<file path="src/hdl/des_rkg_pkg.sv">
// DES key schedule package: PC-1 / PC-2 selection tables, rotate schedule,
// and helper functions. No dependencies.
`default_nettype none
package des_rkg_pkg;

  localparam int KEY_W   = 64;
  localparam int HALF_W  = 28;
  localparam int CD_W    = 2 * HALF_W;
  localparam int RK_W    = 48;
  localparam int RND_W   = 4;
  localparam logic [RND_W-1:0] LAST_ROUND = 4'd15;

  typedef logic [HALF_W-1:0] half_t;

  // Source bit positions, numbered from 1 at the MSB (FIPS 46 convention).
  localparam logic [6:0] PC1_TAB [CD_W] = '{
    7'd57, 7'd49, 7'd41, 7'd33, 7'd25, 7'd17, 7'd9,  7'd1,  7'd58, 7'd50, 7'd42, 7'd34,
    7'd26, 7'd18, 7'd10, 7'd2,  7'd59, 7'd51, 7'd43, 7'd35, 7'd27, 7'd19, 7'd11, 7'd3,
    7'd60, 7'd52, 7'd44, 7'd36, 7'd63, 7'd55, 7'd47, 7'd39, 7'd31, 7'd23, 7'd15, 7'd7,
    7'd62, 7'd54, 7'd46, 7'd38, 7'd30, 7'd22, 7'd14, 7'd6,  7'd61, 7'd53, 7'd45, 7'd37,
    7'd29, 7'd21, 7'd13, 7'd5,  7'd28, 7'd20, 7'd12, 7'd4
  };

  localparam logic [5:0] PC2_TAB [RK_W] = '{
    6'd14, 6'd17, 6'd11, 6'd24, 6'd1,  6'd5,  6'd3,  6'd28, 6'd15, 6'd6,  6'd21, 6'd10,
    6'd23, 6'd19, 6'd12, 6'd4,  6'd26, 6'd8,  6'd16, 6'd7,  6'd27, 6'd20, 6'd13, 6'd2,
    6'd41, 6'd52, 6'd31, 6'd37, 6'd47, 6'd55, 6'd30, 6'd40, 6'd51, 6'd45, 6'd33, 6'd48,
    6'd44, 6'd49, 6'd39, 6'd56, 6'd34, 6'd53, 6'd46, 6'd42, 6'd50, 6'd36, 6'd29, 6'd32
  };

  // Single-place rotate in rounds 1, 2, 9 and 16 (indexes 0, 1, 8, 15).
  function automatic logic single_shift(input logic [RND_W-1:0] rnd);
    single_shift = (rnd == 4'd0) || (rnd == 4'd1) || (rnd == 4'd8) || (rnd == 4'd15);
  endfunction

  function automatic half_t rotl28(input half_t x, input logic one);
    rotl28 = one ? {x[HALF_W-2:0], x[HALF_W-1]} : {x[HALF_W-3:0], x[HALF_W-1:HALF_W-2]};
  endfunction

  function automatic logic [CD_W-1:0] pc1(input logic [KEY_W-1:0] key);
    logic [CD_W-1:0] cd;
    cd = '0;
    for (int i = 0; i < CD_W; i++) begin
      cd[CD_W-1-i] = key[KEY_W - int'(PC1_TAB[i])];
    end
    pc1 = cd;
  endfunction

  function automatic logic [RK_W-1:0] pc2(input logic [CD_W-1:0] cd);
    logic [RK_W-1:0] rk;
    rk = '0;
    for (int i = 0; i < RK_W; i++) begin
      rk[RK_W-1-i] = cd[CD_W - int'(PC2_TAB[i])];
    end
    pc2 = rk;
  endfunction

endpackage
`default_nettype wire

</file>
<file path="src/hdl/des_round_key_generator.sv">
// DES round-key generator top level: key register, per-round rotate, PC-2 output register.
// Depends on des_rkg_pkg.
//
// Takes one 64-bit DES key per transfer and delivers its sixteen 48-bit round keys in
// order, one per cycle while out_ready is high, each tagged with round_number (0..15)
// and last_round on the sixteenth. Parity bits are ignored. The C/D half registers
// rotate once per emitted subkey, and the next key is taken in the same cycle that the
// sixteenth subkey moves into the output register, so a stream of keys runs with no
// gap. Backpressure on out_ready stalls the rotation.
`default_nettype none
module des_round_key_generator (
  input  wire logic                          clk,
  input  wire logic                          rst_n,
  input  wire logic                          in_valid,
  output logic                               in_ready,
  input  wire logic [des_rkg_pkg::KEY_W-1:0] in_key,
  output logic                               out_valid,
  input  wire logic                          out_ready,
  output logic [des_rkg_pkg::RK_W-1:0]       out_round_key,
  output logic [des_rkg_pkg::RND_W-1:0]      out_round_number,
  output logic                               out_last_round
);
  import des_rkg_pkg::*;

  logic              busy_r;
  logic [RND_W-1:0]  round_r;
  half_t             c_r, d_r;
  logic              out_valid_r;
  logic [RK_W-1:0]   rk_r;
  logic [RND_W-1:0]  num_r;
  logic              last_r;

  logic              advance;
  logic              in_xfer;
  logic              one;
  half_t             c_nxt, d_nxt;
  logic [CD_W-1:0]   cd_init;

  assign advance  = busy_r && (!out_valid_r || out_ready);
  assign in_ready = !busy_r || (advance && (round_r == LAST_ROUND));
  assign in_xfer  = in_valid && in_ready;

  assign one     = single_shift(round_r);
  assign c_nxt   = rotl28(c_r, one);
  assign d_nxt   = rotl28(d_r, one);
  assign cd_init = pc1(in_key);

  always_ff @(posedge clk) begin
    if (!rst_n) begin
      busy_r      <= 1'b0;
      round_r     <= '0;
      out_valid_r <= 1'b0;
    end else begin
      if (advance) begin
        out_valid_r <= 1'b1;
      end else if (out_ready) begin
        out_valid_r <= 1'b0;
      end
      if (in_xfer) begin
        busy_r  <= 1'b1;
        round_r <= '0;
      end else if (advance) begin
        round_r <= round_r + 4'd1;
        if (round_r == LAST_ROUND) begin
          busy_r <= 1'b0;
        end
      end
    end
  end

  // Payload registers
  always_ff @(posedge clk) begin
    if (in_xfer) begin
      c_r <= cd_init[CD_W-1:HALF_W];
      d_r <= cd_init[HALF_W-1:0];
    end else if (advance) begin
      c_r <= c_nxt;
      d_r <= d_nxt;
    end
    if (advance) begin
      rk_r   <= pc2({c_nxt, d_nxt});
      num_r  <= round_r;
      last_r <= (round_r == LAST_ROUND);
    end
  end

  assign out_valid        = out_valid_r;
  assign out_round_key    = rk_r;
  assign out_round_number = num_r;
  assign out_last_round   = last_r;

  // A new key always starts at round 0 with the schedule running.
  a_start: assert property (@(posedge clk) disable iff (!rst_n)
    in_valid && in_ready |=> busy_r && (round_r == '0))
    else $error("key transfer did not start schedule");

  // Until the sixteenth subkey goes out, the schedule must still be running.
  a_pending: assert property (@(posedge clk) disable iff (!rst_n)
    out_valid && out_ready && !out_last_round |=> busy_r || out_valid)
    else $error("schedule stopped before last round");

  // Last flag only on round 16.
  a_last: assert property (@(posedge clk) disable iff (!rst_n)
    out_valid |-> (out_last_round == (out_round_number == LAST_ROUND)))
    else $error("last_round flag mismatch");

  // Subkeys are numbered consecutively within a key.
  a_seq: assert property (@(posedge clk) disable iff (!rst_n)
    advance && $past(advance) && !$past(in_xfer) && rst_n && $past(rst_n)
      |=> num_r == $past(num_r) + 4'd1)
    else $error("round number out of sequence");

endmodule
`default_nettype wire
</file>
<file path="config.mk">
export PLATFORM = sky130hd
export DESIGN_NAME = des_round_key_generator
export DESIGN_NICKNAME = d
export VERILOG_FILES = /design/src/hdl/des_rkg_pkg.sv /design/src/hdl/des_round_key_generator.sv
export SDC_FILE = /design/constraint.sdc
export NUM_CORES = 1
export LEC_CHECK = 0
export ABC_CLOCK_PERIOD_IN_PS = 5550
export BUFFER_PORTS_ARGS = -buffer_cell sky130_fd_sc_hd__buf_2
export CAP_MARGIN = 20
export CORE_UTILIZATION = 33
export DETAILED_ROUTE_END_ITERATION = 8
export REMOVE_ABC_BUFFERS = 1
export SKIP_LAST_GASP = 1
export SLEW_MARGIN = 5
export SYNTH_ARGS = -nofsm -noshare
export SYNTH_HDL_FRONTEND = slang
export SYNTH_SLANG_ARGS = --single-unit
export TNS_END_PERCENT = 5
</file>
<file path="constraint.sdc">
create_clock -name clk -period 5.55 [get_ports clk]
set_clock_uncertainty 0.2 [all_clocks]
set_input_delay 0.2775 -clock clk [delete_from_list [all_inputs] [get_ports clk]]
set_output_delay 0.2775 -clock clk [all_outputs]
set_load 0.02 [all_outputs]
</file>
After elaboration in Yosys (flattened, before gate mapping)
Cells that the tools add are included.
- register bits after elaboration: 115
- bits in latches: 0
- RAM bits: 0
- memory bits (read-only): 0
- output and inout bits: 55
- memories: 0
- add/subtract/negate cells: 1
- multipliers: 0
- div/mod/pow operators: 0
- $lt $le $gt $ge: 0
- equality and inequality tests: 3
- shifts and indexed selects: 0
- multiplexer cells: 11
- bitwise logic cells: 1
- reduce and logical (&&, ||, !) cells: 16
- operator list (cell ; number):
    $mux W28 ; 6
    $eq A4 B4 Y1 const B ; 2
    $reduce_bool A2 Y1 ; 3
    $logic_or A1 B1 Y1 ; 5
    $mux W1 ; 5
    $add A4 B1 Y4 const B ; 1
    $eq A4 B1 Y1 const B ; 1
    $logic_not A4 Y1 ; 1
    $logic_and A1 B1 Y1 ; 3
    $logic_not A1 Y1 ; 2
    $reduce_and A2 Y1 ; 1
    $reduce_or A2 Y1 ; 1
    $not A1 Y1 ; 1

Longest topological paths before layout
Gate-level depths: netlist of run 1.
- depth in word-level cells: 8
- gate-level depth with buffers: 8

Worst setup path before layout of run 1
No wires, ideal clock.
- path type: register to register
- start point: register round_r[0]
- end point: register c_r[0] (enable)
- library setup time: 415 ps
- arrival time: 2528 ps
- slack: 2407 ps
- cell stages (with the launch flop): 7
- buffers on the path: 1
- clock period less this slack: 3143 ps
- path through: dfxtp_1 > ha_1 > nand3_1 > o21ai_2 > nand2_2 > buf_2 > nand2_1
- cells in the longest elaborated chain, start to end: 5
- ends and longest elaborated chain (what ; line ; text):
    start, declared ; des_round_key_generator.sv:26 ; logic [RND_W-1:0] round_r;
    start signal, assigned ; des_round_key_generator.sv:63 ; round_r <= round_r + 4'd1;
    $eq A4 B4 Y1 ; des_round_key_generator.sv:40 ; assign in_ready = !busy_r || (advance && (round_r == LAST_ROUND));
    $logic_and A1 B1 Y1 ; des_round_key_generator.sv:40 ;
    $logic_or A1 B1 Y1 ; des_round_key_generator.sv:40 ;
    via in_ready ; des_round_key_generator.sv:15 ; output logic in_ready,
    $logic_and A1 B1 Y1 ; des_round_key_generator.sv:41 ; assign in_xfer = in_valid && in_ready;
    $reduce_bool A2 Y1 (no source line) ; - ;
    end signal, assigned ; des_round_key_generator.sv:74 ; c_r <= cd_init[CD_W-1:HALF_W];
    end signal, assigned ; des_round_key_generator.sv:77 ; c_r <= c_nxt;
    end, declared ; des_round_key_generator.sv:27 ; half_t c_r, d_r;
The timed path passes the listed nets, and every way through them passes these cells.
A chain may end at the register's enable or synchronous reset.

Worst setup path in the final report of run 1
- start point: register round_r[0]
- end point: register c_r[15] (enable)
- cells in the longest elaborated chain, start to end: 5
- ends and longest elaborated chain (what ; line):
    $eq A4 B4 Y1 ; des_round_key_generator.sv:40
    $logic_and A1 B1 Y1 ; des_round_key_generator.sv:40
    $logic_or A1 B1 Y1 ; des_round_key_generator.sv:40
    $logic_and A1 B1 Y1 ; des_round_key_generator.sv:41
    $reduce_bool A2 Y1 (no source line) ; -
Every way passes these cells.

==> results.sh, run 1 <==
export IMPL_worst_pin_slew_ns=1.01
export IMPL_mostFrequentLayoutCell="buf_2"
export IMPL_clockPowerShare_pct=42.5
export IMPL_internal_power_mw=2.13
export IMPL_synthAdderAreaFrac_pct=0.723
export IMPL_period_share_pct=62.1
export IMPL_die_h_um=127
export IMPL_netlist_area_um2=5190
export IMPL_grt_use_total_pct=13.4
export IMPL_avgSynthCellArea_um2=19.2
export IMPL_wl_per_cell_um=14.8
export IMPL_cts_buffers_inserted=17
export IMPL_synth_compound_area_share_pct=0.698
export IMPL_yosysWarnings=0
export IMPL_gp_congestion=0.710
export IMPL_fin_tns_setup_ns=0
export IMPL_switchingPower_mw=0.609
export IMPL_cts_resized=0
export IMPL_pin_count=123
export IMPL_synth_xor_area_share_pct=0.506
export IMPL_layout_common_cells="114 x buf_2, 109 x edfxtp_1, 62 x mux2_4"
export IMPL_clk_latency_ns=0.41
export IMPL_io_buffers=114
export IMPL_p_per_area_nw_per_um2=381
export IMPL_critical_path_class="register to register"
export IMPL_dp_hpwl_mm=6.20
export IMPL_finalWirelength_mm=10.1
export IMPL_p_sw_share_pct=22.3
export IMPL_final_max_slew_violation_count=0
export IMPL_power_frac_comb_pct=15.9
export IMPL_min_path_type="input port to register"
export IMPL_critPathCaptureType="register"
export IMPL_vias=2927
export IMPL_rows=45
export IMPL_diodes=0
export IMPL_pre_cts_slack_ns=2.02
export IMPL_synthSimpleGateAreaFrac_pct=1.66
export IMPL_cts_root_buf="clkbuf_16"
export IMPL_hold_path_startpoint="out_ready"
export IMPL_hold_viol=0
export IMPL_status="completed"
export IMPL_die_area_um2=16200
export IMPL_cts_tree="done"
export IMPL_syn_inst=271
export IMPL_htreeDepth=4
export IMPL_overflow=0
export IMPL_startpoint="round_r[0]"
export IMPL_grt_start_max_net_pins=62
export IMPL_fmax_mhz=290
export IMPL_num_fill_cells=1370
export IMPL_cts_sinks=115
export IMPL_worst_r2r_startpoint="round_r[0]"
export IMPL_detail_route_first_pass_iterations=4
export IMPL_rsz0062_at_grt="false"
export IMPL_core_area_um2=15300
export IMPL_clk_pin_slew_ns=0.05
export IMPL_start_kind="register"
export IMPL_fin_nets=525
export IMPL_seq_area_frac_synth_pct=65.3
export IMPL_first_iter_violations=80
export IMPL_die_w_um=127
export IMPL_synth_cell_types=21
export IMPL_vdd_ir_drop_max_uv=198
export IMPL_synthMuxAreaShare_pct=29.0
export IMPL_cts_hold_buf=58
export IMPL_grt_pass1_wl_mm=16.2
export IMPL_antenna_found_initial=0
export IMPL_setup_violations=0
export IMPL_maxCapViolCount=0
export IMPL_cp_max_fo=61
export IMPL_p_seq_share_pct=41.7
export IMPL_cp_arrival_ns=3.30
export IMPL_cts_setup_buffers=0
export IMPL_layout_setup_ws_ns=2.11
export IMPL_drtAntennaViolNets=0
export IMPL_clock_path_buffers=2
export IMPL_grt_pass1_vias=3138
export IMPL_synth_seq_cells=115
export IMPL_finalCriticalPeriod_ns=3.44
export IMPL_drc=0
export IMPL_slew_limit_headroom_pct=32.4
export IMPL_drive_gt1_share_pct=54.2
export IMPL_leakagePower_nw=2.99
export IMPL_vias_per_cell=4.32
export IMPL_synth_top_family_by_area="multiplexers"
export IMPL_required_ns=5.41
export IMPL_area_delta_synth_final_pct=38.2
export IMPL_initial_core_util_pct=34.0
critical path: stages (launching register included):
cell and delay, ns:
dfxtp_1 0.42, ha_1 0.23, nand3_1 0.13, o21ai_2 0.22
nand2_4 0.55, nand2_2 0.78, buf_4 0.51
cells in the mapped netlist:
cell	n	area, um^2
edfxtp_1	109	3270
o21ai_2	1	8.76
a22oi_2	1	12.5
o21a_1	1	7.51
nand2b_1	2	12.5
mux2_1	8	90.1
inv_1	5	18.8
dfxtp_1	6	120
ha_1	3	37.5
nand3_1	3	15.0
a21boi_0	1	7.51
buf_6	5	56.3
mux2_2	43	484
mux2_4	62	931
nor2b_1	1	6.26
nand2_2	1	6.26
nand2_1	3	11.3
nor2_1	1	3.75
buf_2	7	35.0
and3_1	5	31.3
xnor2_1	3	26.3
logic make-up after synthesis:
| logic type | Yosys count |
|---|---|
| xor gates and xnor gates | 3 |
| muxes | 113 |
| and+or+nand+nor | 16 |
| AOI/OAI and AO/OA | 4 |
| adders and majority gates | 3 |
| buffers and inverters | 17 |
| DFF | 115 |
path summary, 6_finish.rpt:
path                                       endpoint  cells after the start  slack (ns)
worst min register to register  out_round_number[1]                      0        0.31
worst min-delay path                      out_valid                      3        0.03
worst max-delay path                        c_r[15]                      6        2.11
worst max register to register              c_r[15]                      6        2.11
stage by stage:
step	std cells	hold WS (ns)	utilization (%)	power, mW	area [um^2]
after floorplan	259	0.195	-	1.45	5100
after global placement	588	0.294	39.2	1.56	5980
after detailed placement	588	0.308	39.2	1.56	5980
after CTS	678	0.00390	47.0	2.77	7180
after global routing	678	0.0280	47.0	2.85	7180
final	678	0.0251	47.0	2.74	7180
sequential cells by signal, indices dropped and copies added (netlist names):
signal,count
busy_r,1
c_r,28
d_r,28
out_last_round,1
out_round_key,48
out_round_number,4
out_valid,1
round_r,4
per-layer routing:
layer	vias up	GRT usage [%]	wire length [um]
met4	0	5.18	159
li1	1420	-	-
met1	1406	16.9	4800
met5	-	0	0
met3	15	4.69	439
met2	86	21.0	4650
area by class of cell:
type	count	area, um^2	area share, %
Clock buffer	19	433	6.03
Tap cell	211	264	3.68
Clock inverter	13	189	2.63
Sequential cell	115	3390	47.3
Inverter	5	18.8	0.261
Multi-Input combinational cell	139	1700	23.7
Timing Repair Buffer	176	1180	16.5
power by group through the flow:
| stage | Sequential, mW | Combinational, mW | Clock [mW] |
|---|---|---|---|
| 2_1_floorplan | 1.20 | 0.258 | 0 |
| 3_3_place_gp | 1.16 | 0.404 | 0 |
| 3_5_place_dp | 1.16 | 0.405 | 0 |
| 4_1_cts | 1.14 | 0.440 | 1.19 |
| 5_1_grt | 1.15 | 0.469 | 1.23 |
| 6_report | 1.14 | 0.434 | 1.16 |
Note: power is estimated with default switching activity, not from simulation.
==> run 2, diff against run 1 <==
--- a/config.mk
+++ b/config.mk
@@ -5,7 +5,7 @@
 export SDC_FILE = /design/constraint.sdc
 export NUM_CORES = 1
 export LEC_CHECK = 0
-export ABC_CLOCK_PERIOD_IN_PS = 5550
+export ABC_CLOCK_PERIOD_IN_PS = 2800
 export BUFFER_PORTS_ARGS = -buffer_cell sky130_fd_sc_hd__buf_2
 export CAP_MARGIN = 20
 export CORE_UTILIZATION = 33
==> constraint.sdc (replaced) <==
create_clock -name clk -period 2.8 [get_ports clk]
set_clock_uncertainty 0.2 [all_clocks]
set_input_delay 0.14 -clock clk [delete_from_list [all_inputs] [get_ports clk]]
set_output_delay 0.14 -clock clk [all_outputs]
set_load 0.02 [all_outputs]
==> results.sh, run 2 (synthesis gave the netlist of run 1 again) <==
export IMPL_required_ns=2.75
export IMPL_grt_pass1_wl_mm=16.1
export IMPL_p_sw_share_pct=23.2
export IMPL_p_seq_share_pct=44.9
export IMPL_setup_violations=0
export IMPL_fin_util_pct=47.1
export IMPL_diodes=0
export IMPL_mostFrequentLayoutCell="buf_2"
export IMPL_critPathCaptureType="register"
export IMPL_vias_per_cell=4.36
export IMPL_gp_congestion=0.703
export IMPL_area_delta_synth_final_pct=38.2
export IMPL_finalCriticalPeriod_ns=2.43
export IMPL_min_path_cells=5
export IMPL_die_h_um=127
export IMPL_power_frac_comb_pct=17.6
export IMPL_crit_chain="ha_1, nand2_1, a22oi_2, buf_12, mux2_2, mux2_2"
export IMPL_critical_path_class="register to register"
export IMPL_overflow=0
export IMPL_hold_viol=0
export IMPL_period_share_pct=86.9
export IMPL_clockPowerShare_pct=37.6
export IMPL_dp_hpwl_mm=6.36
export IMPL_placed_area_um2=6070
export IMPL_clk_latency_ns=0.40
export IMPL_internal_power_mw=3.87
export IMPL_worst_pin_slew_ns=0.494
export IMPL_stdcell_count=681
export IMPL_crit_buf_inv=1
export IMPL_multi_input_area_um2=1700
export IMPL_vias=2966
export IMPL_wl_per_cell_um=15.0
export IMPL_ff2ff_path_depth=6
export IMPL_core_area_um2=15300
export IMPL_vdd_ir_drop_max_uv=380
export IMPL_cts_buffers_inserted=17
export IMPL_cp_arrival_ns=2.38
export IMPL_maxCapViolCount=0
export IMPL_grt_pass1_vias=3118
export IMPL_largest_reg_flops=48
export IMPL_clock_path_buffers=2
export IMPL_dp_cells=591
export IMPL_pre_cts_slack_ns=0.334
export IMPL_pin_count=123
export IMPL_start_kind="register"
export IMPL_grt_start_max_net_pins=47
export IMPL_rows=45
export IMPL_drive_gt1_share_pct=54.3
export IMPL_finalWirelength_mm=10.2
export IMPL_io_buffers=114
export IMPL_layout_setup_ws_ns=0.367
export IMPL_antenna_found_initial=0
export IMPL_cp_slowest_stage_delay_ns=0.42
export IMPL_drtAntennaViolNets=0
export IMPL_p_per_area_nw_per_um2=702
export IMPL_cts_tree="done"
export IMPL_detail_route_first_pass_iterations=4
export IMPL_status="completed"
export IMPL_slowest_stage="dfxtp_1"
export IMPL_first_iter_violations=120
export IMPL_rsz0062_at_grt="false"
export IMPL_switchingPower_mw=1.17
export IMPL_cts_root_buf="clkbuf_16"
export IMPL_htreeDepth=4
export IMPL_final_area_um2=7180
export IMPL_cp_max_fo=31
export IMPL_clk_pin_slew_ns=0.05
export IMPL_fmax_mhz=411
export IMPL_drc=0
export IMPL_cts_sinks=115
export IMPL_crit_family="multiplexers"
export IMPL_leakagePower_nw=3.01
export IMPL_regArea_um2=3390
export IMPL_final_max_slew_violation_count=0
export IMPL_crit_cells=6
export IMPL_min_path_type="input port to register"
export IMPL_die_area_um2=16200
export IMPL_initial_core_util_pct=34.0
export IMPL_die_w_um=127
export IMPL_path_common_cell="mux2_2"
export IMPL_fin_nets=530
export IMPL_slew_limit_headroom_pct=67.0
export IMPL_layout_common_cells="114 x buf_2, 109 x edfxtp_1, 62 x mux2_4"
export IMPL_grt_use_total_pct=13.4
export IMPL_num_fill_cells=1346
-- run 2: layer usage --
layer,track usage (%),wire [um],up-vias
met5,0,0,-
met4,6.93,221,0
met3,3.98,457,16
met2,21.1,4830,80
met1,16.7,4730,1440
li1,-,-,1430
-- run 2: cell type report --
class | count | share of cell area, %
tap | 211 | 3.68
inverter | 5 | 0.261
multi-input combinational | 139 | 23.7
clock buffer | 22 | 6.18
timing repair buffer | 181 | 18.1
clock inverter | 8 | 0.889
sequential | 115 | 47.2
-- run 2: worst paths after layout --
kind | from | end | slack, ns
hold / removal | out_ready | round_r[3] | 0.18
setup / recovery | round_r[0] | c_r[16] | 0.37
setup reg to reg | round_r[0] | c_r[16] | 0.37
hold reg to reg | round_r[1] | out_round_number[1] | 0.33
-- run 2: timing repair --
action / 4_1_cts / 5_1_grt
hold endpoints to repair: 62 / 0
endpoints found under the setup margin: 0 / 0
gates resized for setup: 0 / 0
buffers inserted: 0 / 0
hold buffers: 60 / 0
-- run 2: power by group through the flow --
stage | Clock [mW] | Combinational (mW) | Sequential, mW
2_1_floorplan | 0 | 0.510 | 2.37
3_3_place_gp | 0 | 0.822 | 2.29
3_5_place_dp | 0 | 0.831 | 2.30
4_1_cts | 1.96 | 0.898 | 2.27
5_1_grt | 2.01 | 0.957 | 2.29
6_report | 1.90 | 0.885 | 2.26
-- run 2: worst min-delay path: stages --
cell	delay (ns)
buf_2	0.09
nand2b_1	0.14
nand3_1	0.11
xnor2_1	0.13
and3_1	0.14
-- run 2: through the flow --
stage	setup TNS (ns)	hold WS, ns	power (mW)
3_3_place_gp	0	0.220	3.11
6_report	0	0.177	5.05
3_5_place_dp	0	0.233	3.13
5_1_grt	0	0.241	5.26
4_1_cts	0	0.158	5.12
2_1_floorplan	-169.73	0.0578	2.88
==> run 3, diff against run 2 <==
--- a/config.mk
+++ b/config.mk
@@ -8,6 +8,7 @@
 export ABC_CLOCK_PERIOD_IN_PS = 2800
 export BUFFER_PORTS_ARGS = -buffer_cell sky130_fd_sc_hd__buf_2
 export CAP_MARGIN = 20
+export CORE_MARGIN = 2
 export CORE_UTILIZATION = 33
 export DETAILED_ROUTE_END_ITERATION = 8
 export REMOVE_ABC_BUFFERS = 1
==> results.sh, run 3 (synthesis gave the netlist of run 1 again) <==
export IMPL_finalCriticalPeriod_ns=2.44
export IMPL_pin_count=123
export IMPL_critPathCaptureType="register"
export IMPL_antenna_found_initial=0
export IMPL_critical_path_class="register to register"
export IMPL_p_per_area_nw_per_um2=728
export IMPL_largest_reg_flops=48
export IMPL_first_iter_violations=123
export IMPL_slowest_stage="dfxtp_1"
export IMPL_dp_hpwl_mm=6.44
export IMPL_wl_per_cell_um=15.0
export IMPL_grt_use_total_pct=12.9
export IMPL_cp_slowest_stage_delay_ns=0.43
export IMPL_rsz0062_at_grt="false"
export IMPL_initial_core_util_pct=33.9
export IMPL_start_kind="register"
export IMPL_regArea_um2=3390
export IMPL_multi_input_area_um2=1700
export IMPL_path_common_cell="mux2_2"
export IMPL_grt_start_max_net_pins=32
export IMPL_diodes=0
export IMPL_leakagePower_nw=3.02
export IMPL_final_area_um2=7210
export IMPL_cts_setup_buffers=0
export IMPL_fin_total_pwr_mw=5.25
export IMPL_required_ns=2.75
export IMPL_cts_sinks=115
export IMPL_clock_path_buffers=2
export IMPL_die_area_um2=16800
export IMPL_drc=0
export IMPL_area_delta_synth_final_pct=38.7
export IMPL_finalWirelength_mm=10.2
export IMPL_htreeDepth=4
export IMPL_status="completed"
export IMPL_cp_max_fo=25
export IMPL_detail_route_first_pass_iterations=4
export IMPL_io_buffers=114
export IMPL_die_w_um=129
export IMPL_gp_congestion=0.719
export IMPL_core_area_um2=15300
export IMPL_cts_tree="done"
export IMPL_mostFrequentLayoutCell="buf_2"
export IMPL_num_fill_cells=1384
export IMPL_grt_pass1_wl_mm=16.2
export IMPL_drive_gt1_share_pct=55.0
export IMPL_grt_pass1_vias=3205
export IMPL_cp_arrival_ns=2.39
export IMPL_drtAntennaViolNets=0
export IMPL_fmax_mhz=410
export IMPL_placed_area_um2=6040
export IMPL_overflow=0
export IMPL_maxCapViolCount=0
export IMPL_die_h_um=129
export IMPL_clk_pin_slew_ns=0.05
export IMPL_layout_common_cells="114 x buf_2, 109 x edfxtp_1, 62 x mux2_4"
export IMPL_clk_latency_ns=0.40
export IMPL_cts_root_buf="clkbuf_16"
export IMPL_rows=45
export IMPL_slew_limit_headroom_pct=70.4
export IMPL_cts_buffers_inserted=17
export IMPL_vias_per_cell=4.36
export IMPL_cts_resized=0
export IMPL_period_share_pct=87.2
export IMPL_min_path_type="input port to register"
export IMPL_setup_violations=0
export IMPL_worst_pin_slew_ns=0.444
export IMPL_fin_nets=530
export IMPL_final_max_slew_violation_count=0
export IMPL_vdd_ir_drop_max_uv=390
export IMPL_crit_chain="ha_1, nand2_1, a22oi_2, buf_12, mux2_2, mux2_2"
export IMPL_vias=2971
export IMPL_hold_viol=0
==> run 3: cell types whose count changed in the layout (fill, tap and decap cells not counted), moves of 2 or more <==
cell | previous run | this run
buf_12 | 6 | 3
buf_4 | 1 | 5
bufinv_16 | 1 | 3
clkbuf_1 | 5 | 1
clkinv_1 | 1 | 3
==> run 3: path summary, 6_finish.rpt <==
kind / slack (ns) / cells past startpoint / to / start
worst min register to register: 0.33 / 0 / out_round_number[1] / round_r[1]
worst min-delay path: 0.03 / 4 / busy_r / out_ready
worst max-delay path: 0.36 / 6 / d_r[0] / round_r[0]
worst max register to register: 0.36 / 6 / d_r[0] / round_r[0]
==> run 3: power breakdown <==
group | total [mW] | switching (mW) | internal, mW
sequential | 2.26 | 0.0862 | 2.18
combinational | 0.874 | 0.380 | 0.493
clock | 2.11 | 0.735 | 1.37
==> run 3: cell type report <==
type | instances | share of cell area (%)
clock buffers | 18 | 5.96
clock inverters | 13 | 1.98
inverters | 5 | 0.260
multi-input cells | 139 | 23.6
flip-flops and latches | 115 | 47.1
well taps | 211 | 3.66
repair buffers | 181 | 17.5
==> run 3: stage by stage <==
stage | std cells | TNS (ns) | hold WS (ns) | worst slack [ns] | util, %
finish | 682 | 0 | 0.0339 | 0.358 | 47.1
global route | 682 | 0 | 0.0548 | 0.237 | 47.1
CTS | 682 | 0 | 0.0259 | 0.319 | 47.1
detailed placement | 592 | 0 | 0.227 | 0.339 | 39.5
global placement | 592 | 0 | 0.216 | 0.347 | 39.5
floorplan | 259 | -169.73 | 0.0578 | -1.20 | -
==> run 3: critical path, delay by kind of cell (launching register included) <==
family                     cells  cell delay, ns
AOI/OAI and AO/OA              1            0.33
and+or+nand+nor                1            0.08
muxes                          2            0.65
DFF                            1            0.43
adders and majority gates      1            0.23
buffers and inverters          1            0.25
==> run 3: what timing repair did <==
action | 4_1_cts | 5_1_grt
hold buffers | 59 | 0
hold endpoints to repair | 62 | 0
endpoints found under the setup margin | 0 | 0
==> run 3: layer usage <==
| layer | global-route usage, % | up-vias | share of wire (%) |
|---|---|---|---|
| li1 | - | 1428 | - |
| met1 | 16.5 | 1452 | 48 |
| met2 | 20.3 | 79 | 47 |
| met3 | 4.46 | 12 | 3.7 |
| met4 | 4.81 | 0 | 1.2 |
| met5 | 0 | - | 0 |
